<file path="src/design/dbf_pkg.sv">
package dbf_pkg;

  localparam int unsigned ADDR_W = 48;
  localparam int unsigned SEQ_W  = 16;
  localparam int unsigned AGE_W  = 16;
  localparam int unsigned TMO_W  = 16;

  localparam logic [AGE_W-1:0] AGE_MAX       = '1;
  localparam logic [TMO_W-1:0] TIMEOUT_RESET = 16'd10;

  localparam logic MODE_PACKET = 1'b0;
  localparam logic MODE_TICK   = 1'b1;

  typedef enum logic [1:0] {
    VERDICT_NEW   = 2'd0,
    VERDICT_NEWER = 2'd1,
    VERDICT_DUP   = 2'd2,
    VERDICT_FULL  = 2'd3
  } verdict_e;

  // lookup token that walks down the cell row
  typedef struct packed {
    logic              valid;
    logic              mode;
    logic [ADDR_W-1:0] addr;
    logic [SEQ_W-1:0]  seq;
    logic              hit;
    logic              newer;
    logic              free_found;
  } tok_t;

  // insert broadcast from the end of the row
  typedef struct packed {
    logic              valid;
    logic [ADDR_W-1:0] addr;
    logic [SEQ_W-1:0]  seq;
  } ins_t;

endpackage

</file>
<file path="src/design/dbf_cell.sv">
module dbf_cell
  import dbf_pkg::*;
#(
  parameter int unsigned IW  = 5,
  parameter int unsigned IDX = 0
) (
  input  logic             clk_i,
  input  logic             rst_ni,
  input  logic [TMO_W-1:0] timeout_i,
  input  tok_t             tok_i,
  input  logic [IW-1:0]    fidx_i,
  input  ins_t             ins_i,
  input  logic [IW-1:0]    ins_idx_i,
  output tok_t             tok_o,
  output logic [IW-1:0]    fidx_o
);

  localparam logic [IW-1:0] MyIdx = IW'(IDX);

  logic              valid_q;
  logic [ADDR_W-1:0] addr_q;
  logic [SEQ_W-1:0]  seq_q;
  logic [AGE_W-1:0]  age_q;
  tok_t              tok_q, tok_d;
  logic [IW-1:0]     fidx_q, fidx_d;

  logic              match;
  logic [SEQ_W-1:0]  diff;
  logic              is_newer;
  logic [AGE_W-1:0]  age_inc;
  logic              pkt, tick, ins_here;

  // address match, serial number compare against the stored sequence, age step
  assign match    = valid_q && (addr_q == tok_i.addr);
  assign diff     = tok_i.seq - seq_q;
  assign is_newer = (diff != '0) && !diff[SEQ_W-1];
  assign age_inc  = (age_q == AGE_MAX) ? age_q : age_q + AGE_W'(1);

  assign pkt      = tok_i.valid && (tok_i.mode == MODE_PACKET);
  assign tick     = tok_i.valid && (tok_i.mode == MODE_TICK);
  assign ins_here = ins_i.valid && (ins_idx_i == MyIdx);

  // token update as it passes this slot
  always_comb begin
    tok_d  = tok_i;
    fidx_d = fidx_i;
    if (pkt && match && !tok_i.hit) begin
      tok_d.hit   = 1'b1;
      tok_d.newer = is_newer;
    end
    if (pkt && !valid_q && !tok_i.free_found) begin
      tok_d.free_found = 1'b1;
      fidx_d           = MyIdx;
    end
  end

  // token hand-off to the next cell
  always_ff @(posedge clk_i or negedge rst_ni) begin
    if (!rst_ni) begin
      tok_q  <= '0;
      fidx_q <= '0;
    end else begin
      tok_q  <= tok_d;
      fidx_q <= fidx_d;
    end
  end

  // slot valid flag
  always_ff @(posedge clk_i or negedge rst_ni) begin
    if (!rst_ni) begin
      valid_q <= 1'b0;
    end else if (ins_here) begin
      valid_q <= 1'b1;
    end else if (tick && valid_q && (age_inc >= timeout_i)) begin
      valid_q <= 1'b0;
    end
  end

  // slot contents
  always_ff @(posedge clk_i) begin
    if (ins_here) begin
      addr_q <= ins_i.addr;
      seq_q  <= ins_i.seq;
      age_q  <= '0;
    end else if (pkt && match && !tok_i.hit && is_newer) begin
      seq_q <= tok_i.seq;
      age_q <= '0;
    end else if (tick && valid_q) begin
      age_q <= age_inc;
    end
  end

  assign tok_o  = tok_q;
  assign fidx_o = fidx_q;

endmodule

</file>
<file path="config.mk">
export PLATFORM = sky130hd
export DESIGN_NAME = dbf_cell
export DESIGN_NICKNAME = d
export VERILOG_FILES = /design/src/design/dbf_pkg.sv /design/src/design/dbf_cell.sv
export SDC_FILE = /design/constraint.sdc
export NUM_CORES = 1
export LEC_CHECK = 0
export BUFFER_PORTS_ARGS = -buffer_cell sky130_fd_sc_hd__buf_2
export CORE_ASPECT_RATIO = 0.6
export CORE_MARGIN = 3
export CORE_UTILIZATION = 51
export DETAILED_ROUTE_END_ITERATION = 10
export GPL_TIMING_DRIVEN = 0
export HOLD_SLACK_MARGIN = 0.03
export PLACE_DENSITY = 0.91
export SETUP_SLACK_MARGIN = 0.1
export SLEW_MARGIN = 20
export SYNTH_ARGS = -nofsm -noshare
export SYNTH_HDL_FRONTEND = slang
export SYNTH_SLANG_ARGS = --single-unit
</file>
<file path="constraint.sdc">
create_clock -name clk_i -period 4 [get_ports clk_i]
set_clock_uncertainty 0.05 [all_clocks]
set_input_delay 0.2 -clock clk_i [delete_from_list [all_inputs] [get_ports clk_i]]
set_output_delay 0.2 -clock clk_i [all_outputs]
set_load 0.05 [all_outputs]
</file>
* Word level (Yosys, flattened, before mapping) *
Cells that the tools add are included.

operators by class
  add/subtract/negate cells = 2
  magnitude comparators = 1
  equality and inequality tests = 2
  muxes and demuxes = 8
  bitwise logic cells = 1
  reduce and logical (&&, ||, !) cells = 21

operators by type and width
  kind                                                              count
  48-bit == test                                                    1
  16-bit 2-to-1 mux                                                 3
  16-bit by 1-bit adder with 16-bit output (second input constant)  1
  16-bit == test (second input constant)                            1
  16-bit greater-or-equal comparator                                1
  16-bit nonzero test                                               1
  16-bit subtractor                                                 1
  1-bit logical AND                                                 12
  5-bit logical NOT                                                 1
  5-bit 2-to-1 mux                                                  1
  1-bit logical NOT                                                 4
  2-bit nonzero test                                                2
  1-bit 2-to-1 mux                                                  3
  2-bit 2-to-1 mux                                                  1
  2-bit OR reduction                                                1
  1-bit inverter                                                    1

word-level totals
  flip-flop bits (word level) = 155
  input port bits = 162
  output and inout port bits = 74
  word-level logic and storage cells = 47

* Logic depth before layout (Yosys ltp) *
Gate-level depths: netlist of run 1.

  word-level depth = 7
  gate-level depth with buffers = 15
  mapped depth without buffers = 15

* Worst setup path before layout of run 1 *
No wires, ideal clock.

  path kind = reg-to-reg
  from = register seq_q[0]
  to = register seq_q[0] (enable)
  setup time = 0.291 ns
  data arrival time = 2.871 ns
  data required time = 3.659 ns
  setup slack = 0.788 ns
  cell stages (with the launch flop) = 11
  path buffers = 0
  period minus slack after synthesis = 3.212 ns
  path through = edfxtp_1 -> ha_1 -> fa_1 -> nand2b_1 -> a21oi_2 -> a21oi_1 -> a21o_2 -> a221o_1 -> nor4_2 -> a311oi_4 -> or2_2

between the ends
  word-level cells in the longest chain between the ends = 5
  elaborated cells on any way between the ends = 6
  those cells by class = 1 x add/sub; 5 x reduce/logical

RTL lines
  item                                                             RTL line        text
  from (decl)                                                      dbf_cell.sv:22  logic [SEQ_W-1:0] seq_q;
  from (signal assigned)                                           dbf_cell.sv:83  seq_q <= ins_i.seq;
  from (signal assigned)                                           dbf_cell.sv:86  seq_q <= tok_i.seq;
  16-bit subtractor (*)                                            dbf_cell.sv:35  assign diff = tok_i.seq - seq_q;
  16-bit nonzero test / 1-bit logical NOT (equally long branches)  dbf_cell.sv:36  assign is_newer = (diff != '0) && !diff[SEQ_W-1];
  1-bit logical AND (*)                                            dbf_cell.sv:36
  1-bit logical AND (*)                                            dbf_cell.sv:85  end else if (pkt && match && !tok_i.hit && is_newer) begin
  2-bit nonzero test (no line) (*)                                 -

Mark *: on every way between the ends. The rest lies on a longest branch, timed or not.
A chain may end at the register's enable or synchronous reset.

* Final worst setup path of run 1 *
  from = input port tok_i[5] (netlist name)
  to = register seq_q[8] (enable)

between the ends
  word-level cells in the longest chain between the ends = 5
  elaborated cells on any way between the ends = 6
  those cells by class = 1 x add/sub; 5 x reduce/logical

RTL lines
  item                                                             RTL line        text
  from (decl)                                                      dbf_cell.sv:10  input tok_t tok_i,
  16-bit subtractor (*)                                            dbf_cell.sv:35
  16-bit nonzero test / 1-bit logical NOT (equally long branches)  dbf_cell.sv:36
  1-bit logical AND (*)                                            dbf_cell.sv:36
  1-bit logical AND (*)                                            dbf_cell.sv:85
  2-bit nonzero test (no line) (*)                                 -

Marks and branches as above.

==> qor.txt, run 1 <==
Reg area = 0.004119 sq mm
crit path launch type = primary input
final instance area = 0.01039 sq mm
total CTS buffers = 17
die height = 96.49 microns
Setup crit start = tok_i[5]
die area = 0.01513 sq mm
final std cells w/o fill = 1173
worst hold slack = 0.07295 ns
Inst Count DP = 1003
Port Buf Inserts = 235
Mapped Area = 0.006960 sq mm
Residual DRC = 0
Period minus WS final = 3.737 ns
nature of the critical path endpoint = flip-flop
clock buffer depth = 2
Die Span X = 156.8 microns
Leakage = 4.738 nW
IO Pins = 236
Starting Density = 53.16%
fraction of layout cells with a size suffix above 1 = 29.04%
number of synthesized flops with an enable pin = 64
Total Routing Usage GR = 29.51%
H-tree levels = 4
multi-input logic area = 0.002636 sq mm
Core Footprint = 0.01309 sq mm
CP cell instances = dlygate4sd3_1 > buf_2 > ha_1 > o21ai_0 > a21oi_1 > o21ai_1 > or4_1 > o2111ai_1 > nor4_2 > a311oi_4 > or2_2
Post-DP Area = 0.008401 sq mm
setup violators final = 0
R2R Path Start = seq_q[3]$_DFFE_PP_
total number of vias = 6248
Worst VDD drop = 0.2772 mV
routed wire length = 21840 microns
unrepaired setup endpoints after global routing = false
Slew headroom = 54.38%
FP Rows = 32
Worst path max stage delay = 0.58 ns
WP data arrival = 3.73 ns
final hold vios = 0
Worst Path Max Fanout = 16
Max-Cap Viols = 0
crit path kind = primary input to flip-flop
Slew Viols, Final = 0
final worst setup slack = 0.2632 ns
Worst path slowest cell = a311oi_4
crit share post-route = 93.42%
CTS tree = built
DRT antenna net count = 0
Ys Warns = 0
Req. time, crit path = 4.00 ns
ys flop type = dfrtp_1
RePlAce Congestion = 0.8910
synth unique cells = 62
first-pass GRT wire length = 33970 microns
initial antenna violation count = 1
post-layout util = 79.33%
vias in the first global route = 6674
Filler cells = 781
worst-margin pin slew = 0.6843 ns
HP Start = ins_i[0]
Pwr Total = 4.258 mW
critical path buffer and inverter count = 2
clock sink total = 155
WL/cell = 18.62 microns
Syn Nets = 791
post-synthesis sequential area ratio = 59.18%
CP top delay family = compound AO/OA/AOI/OAI gates
pre-CTS WS = 0.3971 ns
fin nets = 1184
average cell area after synthesis = 11.68 sq um
Worst R2R Setup Slack = 0.35 ns
root buffer cell = clkbuf_16
Post-Synthesis Cells = 596
largest net degree at the start of global routing = 55
vias per inst = 5.327
Detailed Place HPWL = 13770 microns
Clock Latency Late Sink = 0.41 ns
clock-pin slew on the worst setup and hold paths = 0.07 ns
Initial DRT Pass Iterations = 4
max frequency = 267.6 MHz
Final TNS setup = 0 ns
Setup Buffers After CTS = 0
P per Cell Area = 409.9 mW/mm^2
area growth from synthesis to layout = 49.22%
grt ovf = 0
Yosys reg bits = 155
ys async rst share = 48.39%
status = complete, no violations
Initial DRC Count = 347
worst min-delay path class = primary input to flip-flop
## synthesized netlist by cell type (3+ instances only)
cell type | count | share of area [%]
ha_1 | 32 | 5.8
nand4_1 | 15 | 1.3
nand2_1 | 75 | 4.0
nor4_1 | 13 | 1.2
a21o_1 | 10 | 1.1
xnor2_1 | 36 | 4.5
a31oi_1 | 3 | 0.27
nor2_1 | 27 | 1.5
mux2i_1 | 5 | 0.72
and3_1 | 5 | 0.45
edfxtp_1 | 64 | 28
o21a_1 | 3 | 0.32
dfrtp_1 | 75 | 27
dfxtp_1 | 16 | 4.6
or2_2 | 3 | 0.27
o21ai_0 | 14 | 1.0
clkbuf_1 | 8 | 0.43
nor2b_1 | 5 | 0.45
o21ai_1 | 3 | 0.22
xor2_1 | 36 | 4.5
nand3_1 | 17 | 1.2
mux2_2 | 3 | 0.49
inv_1 | 39 | 2.1
a21oi_1 | 16 | 1.2
nor3_1 | 21 | 1.5
nand2b_1 | 6 | 0.54
## cell usage in the layout, fill, tap and decap left out, types with 20 or more instances in the layout
cell / synthesis / layout
buf_2: 1 / 236
dfrtp_1: 75 / 75
dlygate4sd3_1: 0 / 137
edfxtp_1: 64 / 64
ha_1: 32 / 32
inv_1: 39 / 39
nand2_1: 75 / 75
nor2_1: 27 / 27
nor3_1: 21 / 20
xnor2_1: 36 / 36
xor2_1: 36 / 36
## flip-flops by register name, summed over array words and instances, names as in the netlist
register	flops
addr_q	48
fidx_o	5
valid_q	1
age_q	16
tok_o	69
seq_q	16
## cell type report
class	instances	area share, %
Clock buffer	17	4.096
Inverter	40	1.446
Tap cell	170	2.048
Timing Repair Buffer	374	25.01
Buffer	14	0.6505
Clock inverter	15	1.687
Antenna cell	1	0.02409
Multi-Input combinational cell	387	25.38
Sequential cell	155	39.66
## final timing paths
check                           depth (start not counted)                      to
worst max-delay path                                   11      seq_q[8]$_DFFE_PP_
worst min-delay path                                    3      seq_q[0]$_DFFE_PP_
worst max register to register                         10      seq_q[8]$_DFFE_PP_
worst min register to register                          2  age_q[10]$_SDFFE_PP0P_
max in group asynchronous                               3      tok_o[2]$_DFF_PN0_
min in group asynchronous                               2      tok_o[4]$_DFF_PN0_
## tightest hold or removal path: cells and delay by family
kind / cells / cell delay [ns]
AND/OR/NAND/NOR: 1 / 0.06
AO/OA/AOI/OAI: 1 / 0.07
buffers and inverters: 1 / 0.09
## routing by layer
| layer | wire, microns | vias up | global-route usage [%] |
|---|---|---|---|
| met5 | 0 | - | 0 |
| li1 | - | 2882 | - |
| met4 | 739 | 0 | 10.56 |
| met3 | 1628 | 65 | 7.610 |
| met1 | 8579 | 2972 | 34.93 |
| met2 | 10890 | 329 | 52.78 |
## report_power, final
group	leakage, nW	internal [mW]	total, mW	switching (mW)
clock	0.298	0.946	1.66	0.713
combinational	2.86	0.347	0.818	0.471
sequential	1.58	1.73	1.78	0.0492
total	4.74	3.03	4.26	1.23
## logic make-up after synthesis
logic type | count (synthesis) | share of synthesized area (%)
AND/OR/NAND/NOR | 200 | 13.91
flip-flops | 155 | 59.18
AO/OA/AOI/OAI | 74 | 7.496
XOR/XNOR | 72 | 9.060
buffers and inverters | 54 | 3.110
adder cells (fa/ha/maj) | 33 | 6.040
multiplexers | 8 | 1.204
## timing repair
action,4_1_cts,5_1_grt
endpoints found under the setup margin,0,17
hold buffers,137,0
hold endpoints to repair,211,0
gates resized for setup,0,2
(Power assumes the default switching activity.)
==> run 2: changes to the inputs <==
==> constraint.sdc (replaced) <==
create_clock -name clk_i -period 4 [get_ports clk_i]
set_clock_uncertainty 0.05 [all_clocks]
set_input_delay 0.4 -clock clk_i [delete_from_list [all_inputs] [get_ports clk_i]]
set_output_delay 0.4 -clock clk_i [all_outputs]
set_load 0.05 [all_outputs]
==> qor.txt, run 2 (same netlist as run 1, synthesis figures left out) <==
routed wire length = 17720 microns
vias in the first global route = 5539
setup violators final = 0
Clock Latency Late Sink = 0.41 ns
Setup Buffers After CTS = 0
vias per inst = 5.236
P per Cell Area = 455.4 mW/mm^2
RePlAce Congestion = 0.8910
Leakage = 4.170 nW
final instance area = 0.009022 sq mm
WL met2 = 8678 microns
clock buffer depth = 2
Core Footprint = 0.01309 sq mm
Worst Path Max Fanout = 16
WL/cell = 17.10 microns
Slew Viols, Final = 0
initial antenna violation count = 0
M1 WL = 7577 microns
final hold vios = 0
most common cell after layout, fill and taps aside = buf_2
Port Buf Inserts = 235
crit path kind = flip-flop to flip-flop
IO Pins = 236
most frequent cells in the layout = buf_2, nand2_1, dfrtp_1
worst min-delay path class = primary input to flip-flop
R2R Path Start = seq_q[2]$_DFFE_PP_
area growth from synthesis to layout = 29.62%
crit path launch type = flip-flop
Slew headroom = 51.97%
Initial DRT Pass Iterations = 4
Residual DRC = 0
Diodes inserted = 0
Period minus WS final = 3.608 ns
Req. time, crit path = 4.00 ns
DRT antenna net count = 0
total number of vias = 5424
largest net degree at the start of global routing = 55
Pwr Total = 4.109 mW
die area = 0.01513 sq mm
Worst VDD drop = 0.2543 mV
total CTS buffers = 17
clock-pin slew on the worst setup and hold paths = 0.07 ns
uppermost routed layer = met4
Hold Crit Depth = 1
HP Start = tok_i[58]
fraction of layout cells with a size suffix above 1 = 33.60%
R2R cell count = 10
worst-margin pin slew = 0.7204 ns
Die Span X = 156.8 microns
Starting Density = 53.16%
Initial DRC Count = 327
Setup crit start = seq_q[2]$_DFFE_PP_
clock sink total = 155
crit share post-route = 90.20%
FP Rows = 32
fin nets = 1048
Detailed Place HPWL = 13770 microns
Max-Cap Viols = 0
grt ovf = 0
DR WL met3 = 1327 microns
Largest register FFs = 69
final std cells w/o fill = 1036
WP data arrival = 3.61 ns
H-tree levels = 4
unrepaired setup endpoints after global routing = false
Post-DP Area = 0.008401 sq mm
Total Routing Usage GR = 23.85%
nature of the critical path endpoint = flip-flop
root buffer cell = clkbuf_16
max frequency = 277.2 MHz
status = complete, no violations
Inst Count DP = 1003
first-pass GRT wire length = 27770 microns
die height = 96.49 microns
CTS tree = built
[run 2: path summary, 6_finish.rpt]
path / to / slack (ns)
min in group asynchronous: tok_o[12]$_DFF_PN0_ / 0.39
hold / removal: tok_o[58]$_DFF_PN0_ / 0.07
hold reg to reg: age_q[10]$_SDFFE_PP0P_ / 0.52
max in group asynchronous: tok_o[0]$_DFF_PN0_ / 2.91
setup reg to reg: seq_q[8]$_DFFE_PP_ / 0.39
setup / recovery: seq_q[8]$_DFFE_PP_ / 0.39
[run 2: per-layer routing]
| metal | vias to the layer above | global-route usage (%) |
|---|---|---|
| li1 | 2616 | - |
| met1 | 2570 | 30.72 |
| met2 | 226 | 41.05 |
| met3 | 12 | 6.676 |
| met4 | 0 | 4.734 |
| met5 | - | 0 |
[run 2: per-stage QoR]
| stage | worst slack, ns | util (%) | hold slack (ns) | TNS [ns] |
|---|---|---|---|---|
| 2_1_floorplan | 0.7003 | - | 0.05441 | 0 |
| 3_3_place_gp | -0.1155 | 63.77 | 0.4797 | -5.755 |
| 3_5_place_dp | 0.2492 | 64.16 | 0.2810 | 0 |
| 4_1_cts | 0.3633 | 68.83 | 0.05366 | 0 |
| 5_1_grt | 0.1262 | 68.91 | 0.04497 | 0 |
| 6_report | 0.3921 | 68.91 | 0.06755 | 0 |
[run 2: worst max-delay path: stages (launching register included)]
cell,delay (ns)
edfxtp_1,0.33
inv_1,0.05
ha_1,0.35
o21ai_0,0.11
a21oi_1,0.24
o21ai_1,0.25
or4_1,0.56
o2111ai_1,0.16
nor4_2,0.09
a311oi_4,0.56
or2_2,0.50
[run 2: timing repair]
action                                  4_1_cts  5_1_grt
resized for setup                             0        2
hold endpoints to repair                     21        0
endpoints found under the setup margin        0       17
hold buffers                                  1        0
[run 2: report_power, final]
part / leakage [nW] / internal (mW) / total (mW) / switching, mW
sequential: 1.58 / 1.73 / 1.78 / 0.0466
combinational: 2.29 / 0.258 / 0.682 / 0.424
clock: 0.298 / 0.946 / 1.65 / 0.703
[run 2: layout make-up]
type / count / area, sq um
fillers: 1004 / 4070
multi-input cells: 387 / 2636
inverters: 40 / 150.1
clock buffers: 17 / 425.4
plain buffers: 14 / 67.56
flip-flops and latches: 155 / 4119
clock inverters: 15 / 175.2
repair buffers: 238 / 1236
well taps: 170 / 212.7
==> run 3: changes to the inputs <==
PLACE_DENSITY = 0.79   (was 0.91)
==> qor.txt, run 3 (same netlist as run 1, synthesis figures left out) <==
Reg area = 0.004119 sq mm
Initial DRT Pass Iterations = 6
CTS tree = built
Worst VDD drop = 0.2778 mV
die height = 96.49 microns
crit share post-route = 93.49%
clock-pin slew on the worst setup and hold paths = 0.07 ns
setup violators final = 0
nature of the critical path endpoint = flip-flop
CP top delay family = simple AND/OR/NAND/NOR gates
WP data arrival = 4.03 ns
Diodes inserted = 0
grt ovf = 0
Leakage = 4.174 nW
critical path buffer and inverter count = 1
worst hold slack = 0.05743 ns
FP Rows = 32
total number of vias = 5604
total CTS buffers = 17
unrepaired setup endpoints after global routing = false
Residual DRC = 0
worst-margin pin slew = 0.7380 ns
IO Pins = 236
first-pass GRT wire length = 28360 microns
Filler cells = 966
P per Cell Area = 456.9 mW/mm^2
pre-CTS WS = 0.1658 ns
Die Span X = 156.8 microns
fin nets = 1048
routed wire length = 18190 microns
DRT antenna net count = 0
clock buffer depth = 2
final worst setup slack = 0.2603 ns
worst min-delay path class = primary input to flip-flop
WL/cell = 17.56 microns
most frequent cells in the layout = buf_2, nand2_1, dfrtp_1
Starting Density = 53.16%
initial antenna violation count = 1
crit path launch type = flip-flop
die area = 0.01513 sq mm
fraction of layout cells with a size suffix above 1 = 33.49%
crit path kind = flip-flop to flip-flop
Port Buf Inserts = 235
Clock Latency Late Sink = 0.42 ns
vias in the first global route = 5634
Initial DRC Count = 396
CP cell instances = clkbuf_1 > and3_1 > nand4_1 > nor3_1 > xor2_1 > ha_1 > nand2b_1 > a21o_1 > a21o_1 > a21oi_1 > o21ai_0 > a31oi_1 > o21ai_0 > nand3_1
Detailed Place HPWL = 14210 microns
Total Routing Usage GR = 24.52%
RePlAce Congestion = 0.9832
multi-input logic area = 0.002628 sq mm
Core Footprint = 0.01309 sq mm
Setup Buffers After CTS = 0
Slew Viols, Final = 0
Worst path max stage delay = 0.63 ns
Max-Cap Viols = 0
Req. time, crit path = 4.29 ns
status = complete, no violations
Slew headroom = 50.17%
H-tree levels = 4
final hold vios = 0
Period minus WS final = 3.740 ns
area growth from synthesis to layout = 29.86%
Worst path slowest cell = nor3_1
max frequency = 267.4 MHz
most common cell after layout, fill and taps aside = buf_2
Largest register FFs = 69
Worst Path Max Fanout = 8
largest net degree at the start of global routing = 57
root buffer cell = clkbuf_16
clock sink total = 155
vias per inst = 5.409
## run 3: changes by cell type in the layout (fill, tap and decap cells not counted)
cell       change
clkinv_8       +5
nor3_2         -1
inv_6          -2
bufinv_16      -1
nor4_1         +1
nor3_1         +1
clkinv_2       -1
nor4_2         -1
or2_2          -1
clkinv_1       -1
or2_4          +1
## run 3: final cells by class
type / instances / share of cell area [%]
clock buffers: 17 / 4.707
plain buffers: 14 / 0.7475
repair buffers: 238 / 13.68
well taps: 170 / 2.353
clock inverters: 15 / 2.215
flip-flops and latches: 155 / 45.57
inverters: 40 / 1.661
multi-input cells: 387 / 29.07
## run 3: worst paths after layout
path                                   startpoint                      to  slack (ns)  cells past startpoint
setup / recovery            age_q[3]$_SDFFE_PP0P_     valid_q$_DFFE_PN0P_        0.26                     14
hold / removal                          tok_i[21]     tok_o[21]$_DFF_PN0_        0.06                      1
setup reg to reg            age_q[3]$_SDFFE_PP0P_     valid_q$_DFFE_PN0P_        0.26                     14
hold reg to reg            age_q[10]$_SDFFE_PP0P_  age_q[10]$_SDFFE_PP0P_        0.52                      2
max in group asynchronous                  rst_ni     tok_o[18]$_DFF_PN0_        2.92                      3
min in group asynchronous                  rst_ni     tok_o[32]$_DFF_PN0_        0.37                      2
## run 3: report_power, final
| part | internal, mW | leakage (nW) | total, mW | switching, mW |
|---|---|---|---|---|
| Combinational | 0.259 | 2.29 | 0.699 | 0.440 |
| Sequential | 1.73 | 1.58 | 1.78 | 0.0460 |
| Clock | 0.907 | 0.304 | 1.65 | 0.747 |
| Total | 2.90 | 4.17 | 4.13 | 1.23 |
## run 3: stage by stage
step / std cells / setup TNS [ns] / cell area [sq um] / power [mW] / utilization [%]
after floorplan: 596 / 0 / 6960 / 2.245 / -
after global placement: 1001 / -8.192 / 8349 / 2.464 / 63.77
after detailed placement: 1003 / 0 / 8401 / 2.503 / 64.16
after CTS: 1036 / 0 / 9036 / 4.159 / 69.02
after global routing: 1036 / 0 / 9039 / 4.300 / 69.04
final: 1036 / 0 / 9039 / 4.130 / 69.04
## run 3: what timing repair did
| action | CTS | global route |
|---|---|---|
| resized for setup | 0 | 1 |
| endpoints found under the setup margin | 0 | 16 |
| endpoints found under the hold margin | 19 | 0 |
| hold buffers | 1 | 0 |
## run 3: layer usage
metal  global-route usage (%)  up-vias  wire length [microns]
met4                    6.628        2                    259
met1                    32.23     2681                   7641
li1                         -     2616                      -
met2                    39.55      281                   8556
met5                        0        -                     13
met3                    8.100       24                   1721
